<file path="src/sv/pcse_pkg.sv">
// Shared constants, codes and types of the pixel color special effects block.
`timescale 1ns / 1ps

package pcse_pkg;

    // Field widths
    localparam int unsigned COLOR_W   = 15;
    localparam int unsigned CH_W      = 5;
    localparam int unsigned LAYER_W   = 3;
    localparam int unsigned WEIGHT_W  = 5;
    localparam int unsigned MASK_W    = 6;
    localparam int unsigned MODE_W    = 2;
    localparam int unsigned ARGB_W    = 32;
    localparam int unsigned CFG_IDX_W = 3;
    localparam int unsigned CFG_DATA_W = 6;

    // Channel and weight limits
    localparam logic [CH_W-1:0]     CH_MAX     = 5'd31;
    localparam logic [WEIGHT_W-1:0] WEIGHT_MAX = 5'd16;
    localparam logic [7:0]          ALPHA_BYTE = 8'hFF;

    // Layer code of the object layer
    localparam logic [LAYER_W-1:0] LAYER_OBJ = 3'd4;

    // Effect modes
    localparam logic [MODE_W-1:0] MODE_NONE     = 2'd0;
    localparam logic [MODE_W-1:0] MODE_BLEND    = 2'd1;
    localparam logic [MODE_W-1:0] MODE_BRIGHTEN = 2'd2;
    localparam logic [MODE_W-1:0] MODE_DARKEN   = 2'd3;

    // Register indexes on the configuration port
    localparam logic [CFG_IDX_W-1:0] REG_EFFECT_MODE   = 3'd0;
    localparam logic [CFG_IDX_W-1:0] REG_FIRST_TARGET  = 3'd1;
    localparam logic [CFG_IDX_W-1:0] REG_SECOND_TARGET = 3'd2;
    localparam logic [CFG_IDX_W-1:0] REG_WEIGHT_FIRST  = 3'd3;
    localparam logic [CFG_IDX_W-1:0] REG_WEIGHT_SECOND = 3'd4;
    localparam logic [CFG_IDX_W-1:0] REG_FADE_AMOUNT   = 3'd5;

    typedef logic [CH_W-1:0]     channel_t;
    typedef logic [WEIGHT_W-1:0] weight_t;

endpackage

</file>
<file path="src/sv/pcse_mix.sv">
// One color channel mixer: min(31, (c1*w1 + c2*w2) >> 4).
`timescale 1ns / 1ps

module pcse_mix
    import pcse_pkg::*;
(
    input  channel_t c1,
    input  weight_t  w1,
    input  channel_t c2,
    input  weight_t  w2,
    output channel_t res
);

    // 31 * 16 fits in 9 bits, the sum in 10
    logic [2*CH_W-1:0]   prod1;
    logic [2*CH_W-1:0]   prod2;
    logic [2*CH_W:0]     sum;
    logic [2*CH_W-4:0]   scaled;

    assign prod1  = {{CH_W{1'b0}}, c1} * {{CH_W{1'b0}}, w1};
    assign prod2  = {{CH_W{1'b0}}, c2} * {{CH_W{1'b0}}, w2};
    assign sum    = {1'b0, prod1} + {1'b0, prod2};
    assign scaled = sum[2*CH_W:4];

    // saturate at full intensity
    assign res = (scaled > {{(2*CH_W-3-CH_W){1'b0}}, CH_MAX}) ? CH_MAX : scaled[CH_W-1:0];

endmodule

</file>
<file path="src/sv/pixel_color_special_effects_top.sv">
// Top level of the pixel color special effects stage: blend, brighten, darken.
`timescale 1ns / 1ps

// Channel   | direction | handshake              | payload
// ----------+-----------+------------------------+-----------------------------------------
// input     | in        | in_valid / in_stall    | top_color, under_color, top_layer,
//           |           |                        | under_layer, top_semi_transparent
// output    | out       | out_valid / out_stall  | out_color, out_argb, effect_applied
// config    | in        | cfg_write              | cfg_index, cfg_data
//
// One pixel enters per clock while in_stall is low; each transfer passes through the
// input register, then the result register. The three channel mixers sit between
// those two registers, so sustained throughput is one pixel per cycle without stalls.
// Reset clears the configuration registers and both valid flags.
// A stalled output holds its result; the input register keeps accepting until it
// is also full behind a held result, then in_stall rises.

module pixel_color_special_effects_top
    import pcse_pkg::*;
(
    input  logic                  clk,
    input  logic                  rst_n,

    input  logic                  cfg_write,
    input  logic [CFG_IDX_W-1:0]  cfg_index,
    input  logic [CFG_DATA_W-1:0] cfg_data,

    input  logic                  in_valid,
    output logic                  in_stall,
    input  logic [COLOR_W-1:0]    top_color,
    input  logic [COLOR_W-1:0]    under_color,
    input  logic [LAYER_W-1:0]    top_layer,
    input  logic [LAYER_W-1:0]    under_layer,
    input  logic                  top_semi_transparent,

    output logic                  out_valid,
    input  logic                  out_stall,
    output logic [COLOR_W-1:0]    out_color,
    output logic [ARGB_W-1:0]     out_argb,
    output logic                  effect_applied
);

    // ------------------------------------------------------------------
    // Configuration registers
    // ------------------------------------------------------------------
    logic [MODE_W-1:0] effect_mode_reg;
    logic [MASK_W-1:0] first_target_mask_reg;
    logic [MASK_W-1:0] second_target_mask_reg;
    weight_t           weight_first_reg;
    weight_t           weight_second_reg;
    weight_t           fade_amount_reg;

    always_ff @(posedge clk or negedge rst_n)
    begin
        if (!rst_n)
        begin
            effect_mode_reg        <= MODE_NONE;
            first_target_mask_reg  <= '0;
            second_target_mask_reg <= '0;
            weight_first_reg       <= '0;
            weight_second_reg      <= '0;
            fade_amount_reg        <= '0;
        end
        else if (cfg_write)
        begin
            case (cfg_index)
                REG_EFFECT_MODE:   effect_mode_reg        <= cfg_data[MODE_W-1:0];
                REG_FIRST_TARGET:  first_target_mask_reg  <= cfg_data[MASK_W-1:0];
                REG_SECOND_TARGET: second_target_mask_reg <= cfg_data[MASK_W-1:0];
                REG_WEIGHT_FIRST:  weight_first_reg       <= cfg_data[WEIGHT_W-1:0];
                REG_WEIGHT_SECOND: weight_second_reg      <= cfg_data[WEIGHT_W-1:0];
                REG_FADE_AMOUNT:   fade_amount_reg        <= cfg_data[WEIGHT_W-1:0];
                default:           ; // drop writes beyond the register list
            endcase
        end
    end

    // ------------------------------------------------------------------
    // Flow control: each stage advances when the stage after it can take
    // ------------------------------------------------------------------
    logic s1_valid_reg;
    logic out_valid_reg;
    logic out_ready;
    logic s1_ready;

    assign out_ready = !out_valid_reg || !out_stall;
    assign s1_ready  = !s1_valid_reg || out_ready;
    assign in_stall  = !s1_ready;
    assign out_valid = out_valid_reg;

    always_ff @(posedge clk or negedge rst_n)
    begin
        if (!rst_n)
        begin
            s1_valid_reg  <= 1'b0;
            out_valid_reg <= 1'b0;
        end
        else
        begin
            if (s1_ready)
            begin
                s1_valid_reg <= in_valid;
            end
            if (out_ready)
            begin
                out_valid_reg <= s1_valid_reg;
            end
        end
    end

    // ------------------------------------------------------------------
    // Input register: capture the pixel pair on each input transfer
    // ------------------------------------------------------------------
    logic [COLOR_W-1:0] top_color_reg;
    logic [COLOR_W-1:0] under_color_reg;
    logic [LAYER_W-1:0] top_layer_reg;
    logic [LAYER_W-1:0] under_layer_reg;
    logic               top_semi_reg;

    always_ff @(posedge clk)
    begin
        if (in_valid && s1_ready)
        begin
            top_color_reg   <= top_color;
            under_color_reg <= under_color;
            top_layer_reg   <= top_layer;
            under_layer_reg <= under_layer;
            top_semi_reg    <= top_semi_transparent;
        end
    end

    // ------------------------------------------------------------------
    // Effect decision
    // ------------------------------------------------------------------
    logic              alpha_obj;
    logic              top_in_mask;
    logic              under_in_mask;
    logic              first_target;
    logic              second_target;
    logic [MODE_W-1:0] mode;
    logic              apply;

    // layer codes six and seven have no mask bit and are never targets
    assign top_in_mask   = (top_layer_reg < LAYER_W'(MASK_W))
                           && first_target_mask_reg[top_layer_reg];
    assign under_in_mask = (under_layer_reg < LAYER_W'(MASK_W))
                           && second_target_mask_reg[under_layer_reg];

    assign alpha_obj     = (top_layer_reg == LAYER_OBJ) && top_semi_reg;
    assign first_target  = top_in_mask || alpha_obj;
    assign second_target = under_in_mask;

    // a semi-transparent object over a second target always blends
    assign mode  = (alpha_obj && second_target) ? MODE_BLEND : effect_mode_reg;
    assign apply = (mode != MODE_NONE) && first_target
                   && (second_target || (mode != MODE_BLEND));

    // ------------------------------------------------------------------
    // Weight selection
    // ------------------------------------------------------------------
    weight_t  eva;
    weight_t  evb;
    weight_t  evy;
    weight_t  mix_w1;
    weight_t  mix_w2;
    logic     use_second;
    channel_t fade_target;

    assign eva = (weight_first_reg  > WEIGHT_MAX) ? WEIGHT_MAX : weight_first_reg;
    assign evb = (weight_second_reg > WEIGHT_MAX) ? WEIGHT_MAX : weight_second_reg;
    assign evy = (fade_amount_reg   > WEIGHT_MAX) ? WEIGHT_MAX : fade_amount_reg;

    always_comb
    begin
        mix_w1      = WEIGHT_MAX - evy;
        mix_w2      = evy;
        use_second  = 1'b0;
        fade_target = '0;
        case (mode)
            MODE_BLEND:
            begin
                mix_w1     = eva;
                mix_w2     = evb;
                use_second = 1'b1;
            end
            MODE_BRIGHTEN:
            begin
                fade_target = CH_MAX;
            end
            default:
            begin
                // darken mixes toward black; none never reaches the mixers' result
                fade_target = '0;
            end
        endcase
    end

    // ------------------------------------------------------------------
    // Channel mixers: red, green, blue
    // ------------------------------------------------------------------
    channel_t c1  [3];
    channel_t c2  [3];
    channel_t mix [3];
    logic [COLOR_W-1:0] result_color;

    for (genvar ch = 0; ch < 3; ch++)
    begin : g_channel
        assign c1[ch] = top_color_reg[ch*CH_W +: CH_W];
        assign c2[ch] = use_second ? under_color_reg[ch*CH_W +: CH_W] : fade_target;

        pcse_mix u_mix
        (
            .c1  (c1[ch]),
            .w1  (mix_w1),
            .c2  (c2[ch]),
            .w2  (mix_w2),
            .res (mix[ch])
        );
    end

    // pass the top pixel through when no effect applies
    assign result_color = apply ? {mix[2], mix[1], mix[0]} : top_color_reg;

    // ------------------------------------------------------------------
    // Result register: load when a result moves out of the input register
    // ------------------------------------------------------------------
    logic [COLOR_W-1:0] out_color_reg;
    logic               effect_applied_reg;

    always_ff @(posedge clk)
    begin
        if (s1_valid_reg && out_ready)
        begin
            out_color_reg      <= result_color;
            effect_applied_reg <= apply;
        end
    end

    assign out_color      = out_color_reg;
    assign effect_applied = effect_applied_reg;
    // ARGB8888: each 5-bit channel moves to the top of its byte
    assign out_argb = {ALPHA_BYTE,
                       out_color_reg[CH_W-1:0],        3'b000,
                       out_color_reg[2*CH_W-1:CH_W],   3'b000,
                       out_color_reg[3*CH_W-1:2*CH_W], 3'b000};

    // ------------------------------------------------------------------
    // Assertions
    // ------------------------------------------------------------------
    a_stage_advance: assert property (@(posedge clk) disable iff (!rst_n)
        s1_valid_reg && out_ready |=> out_valid_reg)
        else $error("pending pixel did not move into the result register");

    a_full_stalls: assert property (@(posedge clk) disable iff (!rst_n)
        s1_valid_reg && out_valid_reg && out_stall |-> in_stall)
        else $error("input not stalled with both stages full");

    a_s1_hold: assert property (@(posedge clk) disable iff (!rst_n)
        s1_valid_reg && !out_ready |=> s1_valid_reg && $stable(top_color_reg)
                                       && $stable(under_color_reg))
        else $error("input register lost a pixel while the output was held");

    a_no_effect_none: assert property (@(posedge clk) disable iff (!rst_n)
        s1_valid_reg && (mode == MODE_NONE) |-> !apply)
        else $error("effect applied with no effect mode");

endmodule
</file>
<file path="config.mk">
export PLATFORM = sky130hd
export DESIGN_NAME = pixel_color_special_effects_top
export DESIGN_NICKNAME = d
export VERILOG_FILES = /design/src/sv/pcse_pkg.sv /design/src/sv/pcse_mix.sv /design/src/sv/pixel_color_special_effects_top.sv
export SDC_FILE = /design/constraint.sdc
export NUM_CORES = 1
export LEC_CHECK = 0
export CAP_MARGIN = 10
export CORE_UTILIZATION = 30
export DETAILED_ROUTE_END_ITERATION = 12
export DONT_BUFFER_PORTS = 1
export GPL_TIMING_DRIVEN = 1
export PLACE_DENSITY = 0.45
export SLEW_MARGIN = 20
export SYNTH_ARGS = -nofsm -noshare
export SYNTH_HDL_FRONTEND = slang
export SYNTH_SLANG_ARGS = --single-unit
</file>
<file path="constraint.sdc">
create_clock -name clk -period 18.7 [get_ports clk]
set_input_delay 0.935 -clock clk [delete_from_list [all_inputs] [get_ports clk]]
set_output_delay 0.935 -clock clk [all_outputs]
set_load 0.005 [all_outputs]
</file>
# After elaboration in Yosys (flattened, before gate mapping)
# Index checks and enable logic that the tools add are counted.
# W data, S select, Z words.
[totals] regBits=84 inputBits=51 wordCells=87 out_inout_bits=50
[op_classes] n_mux=19 n_reduce_logical=24 n_eq_ne=9 add_sub_neg=4 magnitude_cmp=10 n_mul=6
[op_table] cell="$mul A5 B5 Y10" count=6
[op_table] cell="$mux W5" count=12
[op_table] cell="$add A10 B10 Y11" count=3
[op_table] cell="$gt A7 B5 Y1 const B" count=3
[op_table] cell="$gt A5 B5 Y1 const B" count=3
[op_table] cell="$mux W15" count=1
[op_table] cell="$reduce_and A2 Y1" count=6
[op_table] cell="$eq A3 B3 Y1 const B" count=3
[op_table] cell="$logic_and A1 B1 Y1" count=8
[op_table] cell="$lt A3 B4 Y1 const B" count=2
[op_table] cell="$bmux W1 S3" count=2
[op_table] cell="$eq A3 B2 Y1 const B" count=2
[op_table] cell="$lt A3 B3 Y1 const B" count=2
[op_table] cell="$sub A5 B5 Y5 const A" count=1
[op_table] cell="$logic_not A1 Y1" count=4
[op_table] cell="$logic_or A1 B1 Y1" count=4
[op_table] cell="$eq A3 B1 Y1 const B" count=1
[op_table] cell="$logic_not A3 Y1" count=1
[op_table] cell="$mux W1" count=3
[op_table] cell="$eq A2 B1 Y1 const B" count=1
[op_table] cell="$eq A2 B2 Y1 const B" count=1
[op_table] cell="$mux W2" count=1
[op_table] cell="$ne A2 B1 Y1 const B" count=1
[op_table] cell="$reduce_bool A2 Y1" count=1

# Depth between registers and ports, before layout
# Gate-level depths: netlist (run 1).
[depth] word_depth=13 mapped_depth=27 ltp_nobuf=24

# By module
# A second synthesis (run 1) with hierarchy kept.
[hier_totals] hier_cells=818 area_unflattened_um2=8832.2
[by_module_without_submodules] mod="pixel_color_special_effects_top" area_per_inst_um2=3774.9 seq_area_each_um2=2367.3 instances=1 cells_per_inst=270
[by_module_without_submodules] mod="pcse_mix (g_channel[2].u_mix)" area_per_inst_um2=1705.4 seq_area_each_um2=0.0 instances=1 cells_per_inst=182
[by_module_without_submodules] mod="pcse_mix (g_channel[1].u_mix)" area_per_inst_um2=1699.1 seq_area_each_um2=0.0 instances=1 cells_per_inst=185
[by_module_without_submodules] mod="pcse_mix (g_channel[0].u_mix)" area_per_inst_um2=1652.8 seq_area_each_um2=0.0 instances=1 cells_per_inst=181

# Worst setup path after synthesis (run 1)
# No wires, ideal clock.
[synth_timing] kind="register to register" start="register under_layer_reg[0]" end="register out_color_reg[5] (netlist: out_color[5]), data pin" path_buffers=1 stages_incl_launch_ff=24 setup_slack_ps=12360 synth_period_minus_slack_ps=6340 arrival_ps=6084 path_cell_list="edfxtp_1 > mux2_2 > a21o_2 > o21a_1 > o31ai_1 > clkbuf_1 > nand2_1 > fa_1 > inv_1 > fa_1 > inv_1 > fa_1 > fa_1 > inv_1 > fa_1 > ha_1 > a21o_1 > a21oi_1 > nand2_1 > a31oi_1 > o41ai_2 > mux2_2 > nand2_2 > o22a_1"
[synth_between] elab_chain_len=13
[synth_lines] item="from (decl)" line_no="pixel_color_special_effects_top.sv:117" text="logic [LAYER_W-1:0] under_layer_reg;"
[synth_lines] item="from (signal assigned)" line_no="pixel_color_special_effects_top.sv:127" text="under_layer_reg <= under_layer;"
[synth_lines] item="$bmux W1 S3" line_no="pixel_color_special_effects_top.sv:147" text="&& second_target_mask_reg[under_layer_reg];"
[synth_lines] item="$mux W1 (not written as such)" line_no="pixel_color_special_effects_top.sv:147"
[synth_lines] item="$logic_and A1 B1 Y1 *" line_no="pixel_color_special_effects_top.sv:147"
[synth_lines] item="$logic_and A1 B1 Y1" line_no="pixel_color_special_effects_top.sv:154" text="assign mode = (alpha_obj && second_target) ? MODE_BLEND : effect_mode_reg;"
[synth_lines] item="$mux W2" line_no="pixel_color_special_effects_top.sv:154"
[synth_lines] item="$eq A2 B2 Y1 or $eq A2 B1 Y1 (tied branches)" line_no="pixel_color_special_effects_top.sv:179" text="case (mode)"
[synth_lines] item="$mux W5 or $mux W1 (tied branches)" line_no="pixel_color_special_effects_top.sv:179"
[synth_lines] item="$mux W5" line_no="pixel_color_special_effects_top.sv:209" text="assign c2[ch] = use_second ? under_color_reg[ch*CH_W +: CH_W] : fade_target;"
[synth_lines] item="$mul A5 B5 Y10" line_no="pcse_mix.sv:21" text="assign prod2 = {{CH_W{1'b0}}, c2} * {{CH_W{1'b0}}, w2};"
[synth_lines] item="$add A10 B10 Y11" line_no="pcse_mix.sv:22" text="assign sum = {1'b0, prod1} + {1'b0, prod2};"
[synth_lines] item="$gt A7 B5 Y1" line_no="pcse_mix.sv:26" text="assign res = (scaled > {{(2*CH_W-3-CH_W){1'b0}}, CH_MAX}) ? CH_MAX : scaled[CH_W-1:0];"
[synth_lines] item="$mux W5" line_no="pcse_mix.sv:26"
[synth_lines] item="$mux W15 *" line_no="pixel_color_special_effects_top.sv:222" text="assign result_color = apply ? {mix[2], mix[1], mix[0]} : top_color_reg;"
[synth_lines] item="named net result_color[5]" line_no="pixel_color_special_effects_top.sv:204" text="logic [COLOR_W-1:0] result_color;"
[synth_lines] item="to (signal assigned)" line_no="pixel_color_special_effects_top.sv:234" text="out_color_reg <= result_color;"
[synth_lines] item="to (decl)" line_no="pixel_color_special_effects_top.sv:227" text="logic [COLOR_W-1:0] out_color_reg;"
# Mark *: on every way through the listed nets, which the timed path passes. The rest lies on a longest branch. The select of a mux whose other input is x is not followed.
# A chain may end at the register's enable or synchronous reset.

# Worst setup path after layout (run 1)
[layout_timing] start="register top_layer_reg[0]" end="register out_color_reg[5] (netlist: out_color[5]), data pin"
[layout_between] elab_chain_len=12
[layout_lines] item="from (decl)" line_no="pixel_color_special_effects_top.sv:116" text="logic [LAYER_W-1:0] top_layer_reg;"
[layout_lines] item="from (signal assigned)" line_no="pixel_color_special_effects_top.sv:126" text="top_layer_reg <= top_layer;"
[layout_lines] item="$eq A3 B3 Y1" line_no="pixel_color_special_effects_top.sv:149" text="assign alpha_obj = (top_layer_reg == LAYER_OBJ) && top_semi_reg;"
[layout_lines] item="$logic_and A1 B1 Y1" line_no="pixel_color_special_effects_top.sv:149"
[layout_lines] item="$logic_and A1 B1 Y1" line_no="pixel_color_special_effects_top.sv:154"
[layout_lines] item="$mux W2" line_no="pixel_color_special_effects_top.sv:154"
[layout_lines] item="$eq A2 B2 Y1 or $eq A2 B1 Y1 (tied branches)" line_no="pixel_color_special_effects_top.sv:179"
[layout_lines] item="$mux W5 or $mux W1 (tied branches)" line_no="pixel_color_special_effects_top.sv:179"
[layout_lines] item="$mux W5" line_no="pixel_color_special_effects_top.sv:209"
[layout_lines] item="$mul A5 B5 Y10" line_no="pcse_mix.sv:21"
[layout_lines] item="$add A10 B10 Y11" line_no="pcse_mix.sv:22"
[layout_lines] item="$gt A7 B5 Y1" line_no="pcse_mix.sv:26"
[layout_lines] item="$mux W5" line_no="pcse_mix.sv:26"
[layout_lines] item="$mux W15 *" line_no="pixel_color_special_effects_top.sv:222"
[layout_lines] item="named net result_color[5]" line_no="pixel_color_special_effects_top.sv:204"
# Marked as above.

==> results.cfg, run 1 <==
[critical_path]
cp.arrival_ns = 7.34
cp_slowest_cell = o21a_1
crit_path_cell_trace = and4bb_1 -> or2_1 -> o21a_1 -> nand3b_1 -> nand2_1 -> nand2_1 -> fa_1 -> inv_1 -> fa_1 -> inv_1 -> fa_1 -> fa_1 -> inv_1 -> fa_1 -> ha_1 -> a21o_1 -> a21oi_1 -> nand2_1 -> a31oi_1 -> o41ai_2 -> mux2_2 -> nand2_2 -> o22a_1
cp.required_ns = 18.82
worstPathMaxFanout = 31
r2r_cells = 23
criticalPathCategory = reg -> reg
critPathCaptureType = register
startpoint = top_layer_reg[0]
crit_path_start_kind = register
endpoint = out_color[5]
crit_top_cell = fa_1
slowest_delay_ns = 0.84
reg2reg_from = top_layer_reg[0]
r2r_end = out_color[5]
r2r_slack_ns = 11.48

[grt]
grt_pass1_wl_um = 31670
grt_max_degree = 38
antenna_found_initial = 0
grt_pass1_vias = 5618
track_usage = 0.1471
grt_overflow = 0

[sta]
fmax_mhz = 138.5
tightest_slew_ns = 1.047
fin_skew_ns = 0.02032
fin_crit_ns = 7.221
tns_ns = 0
rsz0062_at_grt = false
finalHoldViolations = 0
period_share = 0.3861
postLayoutSetupSlackWorst_ns = 11.48
slew_headroom = 0.3022
setup_viol = 0
drv_slew = 0

[clock_network]
cts-resized-gates = 0
numCtsBuffers = 9
root_buffer = clkbuf_16
hold_buffers = 0
clk_pin_slew_ns = 0.08
post_cts_buffers = 0
clk_path_buf_depth = 2
clock_sinks = 84
cts_tree = yes
insertion_delay_ns = 0.37
cts_htree_levels = 3

[hold_path]
hold_path_class = in -> async

[pwr]
combPwrFrac = 0.755
cellPowerDensity_nw_per_um2 = 205.4
p_total_uw = 1849
ir_drop_mv = 0.1094
clkPwrFrac = 0.097
p_sw_frac = 0.4879
seqPwrFrac = 0.148
p_leak_uw = 0.004126
switching_power_uw = 902.1
internal_power_uw = 946.9

[synth]
synthArstFlopShare = 0.3690
synth_compound_area_frac = 0.08498
ys_ff_latch = 84
synthCells = 803
synth_top_area_cell = fa_1
synth_area_leaders = fa_1 21%, edfxtp_1 19%, ha_1 14%
synth_cell_types = 58
synthTopCellsByCount = 98 x inv_1, 91 x ha_1, 90 x fa_1, 90 x nor2_1, 53 x edfxtp_1
synth_edf_count = 53
synth_most_common_cell = inv_1
synthMuxAreaShare = 0.04665
syn_area_per_cell_um2 = 10.49
synthSimpleGateAreaFrac = 0.1371
syn_area_um2 = 8422
ys_seq_area_frac = 0.2811
synth_top_area_share = 0.2139
synth_top_family_by_area = adder cells
synth_ff_type = edfxtp_1
synth_warnings = 0
synth_xor_area_frac = 0.01768
synthAdderAreaFrac = 0.3491

[drt]
vias_per_cell = 4.542
vias = 5301
routed_wl_um = 19540
ant_nets = 0
drt-pass1-iter-count = 5
first_iter_violations = 242
drc = 0
wl_per_cell_um = 16.74

[placement]
port_buffers = 0
dp_hpwl_um = 15240
gp_congestion = 0.7688
detailedPlace.worstSlack_ns = 11.46

[floorplan]
die_y_um = 169.6
core_um2 = 27250
initial_core_util = 0.3090
ios = 101
num_rows = 60
die_w_um = 169.6
die_area_um2 = 28750

[final_layout]
synthToLayoutAreaGrowth_pct = 6.879
fin_nets = 1022
n_antenna_cell = 0
drive_gt1_frac = 0.1119

[flow_run]
max_cap_violations = 0

[run_status]
status = finished, final reports clean
per-stage QoR:
| stage | instance area (um^2) | cells | hold slack (ns) | utilization |
|---|---|---|---|---|
| detailed placement | 8725 | 1151 | 0.4611 | 0.3202 |
| global placement | 8725 | 1151 | 0.4604 | 0.3202 |
| CTS | 9001 | 1167 | 0.2391 | 0.3303 |
| global route | 9001 | 1167 | 0.2425 | 0.3303 |
| finish | 9001 | 1167 | 0.2542 | 0.3303 |
| floorplan | 8478 | 818 | 0.4434 | - |
cell families (layout without fill, tap and decap cells):
group                      Yosys count  count (layout)
DFF                                 84              84
other                                2              17
xor gates and xnor gates            17              17
AOI/OAI and AO/OA                   98              98
and+or+nand+nor                    237             237
adders and majority gates          181             181
buffers and inverters              150             127
muxes                               34              34
placed cells by master (no fill, tap or decap), types with 8 or more instances in the layout:
cell,count
inv_1,98
ha_1,91
nor2_1,90
fa_1,90
edfxtp_1,53
nand2_1,47
a21oi_1,38
and2_1,31
dfrtp_1,31
mux2_2,28
nor2b_1,21
conb_1,17
buf_4,13
or2_2,11
xnor2_1,11
a31oi_1,10
o21ai_0,9
clkbuf_16,9
nor3_1,8
how the worst min path moves through the flow:
stage	from	endpoint	cells past startpoint
floorplan	s1_valid_reg	out_valid	1
global placement	s1_valid_reg	out_valid	1
detailed placement	s1_valid_reg	out_valid	1
CTS	rst_n	weight_first_reg[1]	0
global route	rst_n	weight_first_reg[1]	0
finish	rst_n	weight_first_reg[1]	0
final cells by class:
| class | count | area [um^2] |
|---|---|---|
| repair buffers | 13 | 97.59 |
| multi-input cells | 584 | 5426 |
| flip-flops and latches | 84 | 2367 |
| clock buffers | 11 | 232.7 |
| clock inverters | 5 | 43.79 |
| well taps | 372 | 465.4 |
| inverters | 98 | 367.9 |
| fillers | 2792 | 18250 |
power groups by stage:
stage	registers, uW	clock network (uW)	logic (uW)
final	273	180	1400
after global routing	279	192	1640
after CTS	274	187	1420
after detailed placement	278	0	1400
after global placement	279	0	1410
after floorplan	263	0	1160
routing by layer:
metal / up-vias / global-route usage / share of wire
met5: - / 0 / 0
met4: 0 / 0.04230 / 0.012
met3: 12 / 0.02659 / 0.041
met2: 107 / 0.2294 / 0.45
met1: 2605 / 0.2075 / 0.50
li1: 2577 / - / -
worst max-delay path: cells and delay by family, from the launching register on:
kind	cells	cell delay (ns)
simple gates	7	1.57
flops	1	0.45
buf+inv	3	0.15
compound gates	6	1.77
mux	1	0.24
fa+ha+maj	6	2.79
Power figures use the tool's default switching activity.
==> run 2, diff against run 1 <==
==> constraint.sdc (replaced) <==
create_clock -name clk -period 7.34 [get_ports clk]
set_input_delay 0.367 -clock clk [delete_from_list [all_inputs] [get_ports clk]]
set_output_delay 0.367 -clock clk [all_outputs]
set_load 0.005 [all_outputs]
==> run 2 against run 1 <==
Critical path depth is 1 lower. Sequential power grew to 2.6 times the previous value. Register-to-register slack worse by 11 ns. Count of clock-buffer cells in the layout is 1 lower. Utilization is 0.27 points higher. Largest power group unchanged. Sequential share of layout area is 0.21 points lower. Non-clock buffer count is 9 higher.
==> results.cfg, run 2 (synthesis results as in run 1) <==
[drt]
vias = 5398
ant_nets = 0
vias_per_cell = 4.590
first_iter_violations = 196
drc = 0
routed_wl_um = 19640
wl_per_cell_um = 16.70
drt-pass1-iter-count = 6

[pwr]
switching_power_uw = 2272
seqPwrFrac = 0.149
combPwrFrac = 0.758
p_sw_frac = 0.4844
cellPowerDensity_nw_per_um2 = 516.9
p_leak_uw = 0.004174
ir_drop_mv = 0.2368
clkPwrFrac = 0.093
internal_power_uw = 2419
p_total_uw = 4691

[sta]
setup_viol = 0
fmax_mhz = 143.6
fin_crit_ns = 6.963
tns_ns = 0
fin_skew_ns = 0.01286
rsz0062_at_grt = false
finalHoldViolations = 0
tightest_slew_ns = 1.026
slew_headroom = 0.3159
drv_slew = 0
period_share = 0.9486

[final_layout]
final_cell_mix = 98 x inv_1, 91 x ha_1, 90 x nor2_1, 90 x fa_1, 53 x edfxtp_1
drive_gt1_frac = 0.1219
fin_nets = 1031
fill_cells = 2825
n_antenna_cell = 0
final_common_cell = inv_1
synthToLayoutAreaGrowth_pct = 7.755

[run_status]
status = finished, final reports clean

[floorplan]
num_rows = 60
die_y_um = 169.6
die_w_um = 169.6
die_area_um2 = 28750
core_um2 = 27250
initial_core_util = 0.3090
ios = 101

[grt]
track_usage = 0.1468
grt_pass1_vias = 5594
grt_max_degree = 38
grt_pass1_wl_um = 31700
grt_overflow = 0
antenna_found_initial = 0

[clock_network]
clk_pin_slew_ns = 0.08
numCtsBuffers = 9
insertion_delay_ns = 0.35
cts_tree = yes
root_buffer = clkbuf_16
cts_htree_levels = 3
clk_path_buf_depth = 2
cts-resized-gates = 0
clock_sinks = 84

[hold_path]
hold_path_class = in -> reg

[critical_path]
criticalPathCategory = reg -> reg
worstPathMaxFanout = 19
cp_top_family = adder cells
cp.required_ns = 7.45
slowest_delay_ns = 0.57
crit_top_cell = fa_1
crit_path_cell_trace = and4bb_1 -> or2_1 -> o21a_1 -> buf_4 -> a21oi_1 -> or2_2 -> fa_1 -> fa_1 -> inv_1 -> fa_1 -> fa_1 -> inv_1 -> fa_1 -> inv_1 -> ha_1 -> a21oi_1 -> nand2_1 -> a31oi_1 -> o41ai_2 -> mux2_2 -> nand2_2 -> o22a_1
cp_num_buf_inv = 4
critPathCaptureType = register
crit_path_start_kind = register
cp.arrival_ns = 7.07
cp_slowest_cell = o21a_1

[placement]
port_buffers = 0
gp_congestion = 0.7675
dp_hpwl_um = 15570

[flow_run]
max_cap_violations = 0
-- run 2: changes by cell type in the layout (fill, tap and decap cells not counted), sizes merged --
cell | before | now
buf | 13 | 21
clkinv | 1 | 4
inv | 102 | 100
clkbuf | 11 | 10
dlygate4sd3 | 0 | 1
-- run 2: path summary, 6_finish.rpt --
check / startpoint / to / slack, ns / cells after the start
max reg2reg: top_layer_reg[0] / out_color[5] / 0.38 / 22
max: top_layer_reg[0] / out_color[5] / 0.38 / 22
min in group asynchronous: rst_n / weight_second_reg[0] / 0.48 / 2
min: top_color[5] / top_color_reg[5] / 0.10 / 0
max in group asynchronous: rst_n / fade_amount_reg[4] / 6.69 / 2
min reg2reg: s1_valid_reg / out_valid / 0.48 / 1
-- run 2: final cells by class --
type                    instances  area, um^2  share of cell area
clock inverters                 6       38.79            0.004274
well taps                     372       465.4             0.05129
clock buffers                  10       229.0             0.02523
flip-flops and latches         84        2367              0.2609
inverters                      98       367.9             0.04053
repair buffers                 22       180.2             0.01985
multi-input cells             584        5426              0.5980
-- run 2: stage by stage --
step                worst slack [ns]  area, um^2  utilization  cells  hold slack (ns)
floorplan                     0.9996        8478            -    818          0.07141
global placement              0.5026        8777       0.3221   1158          0.07227
detailed placement            0.3687        8777       0.3221   1158          0.07226
CTS                           0.3583        9075       0.3330   1176          0.08546
global route                 0.02609        9075       0.3330   1176          0.08274
finish                        0.3774        9075       0.3330   1176           0.1030
-- run 2: metal layers --
metal	up-vias	global-route usage	share of wire
li1	2600	-	-
met1	2671	0.2083	0.49
met2	113	0.2272	0.45
met3	14	0.02449	0.043
met4	0	0.04583	0.017
met5	-	0	0
-- run 2: repair_timing --
| item | in CTS | in global routing |
|---|---|---|
| hold buffers | 2 | 0 |
| hold endpoints to repair | 31 | 0 |
| setup buffers | 0 | 0 |
-- run 2: power by group through the flow --
stage	combinational (uW)	sequential (uW)	clock, uW
final	3560	698	438
after floorplan	2950	670	0
after detailed placement	3590	710	0
after global placement	3620	712	0
after global routing	4180	713	469
after CTS	3640	700	457
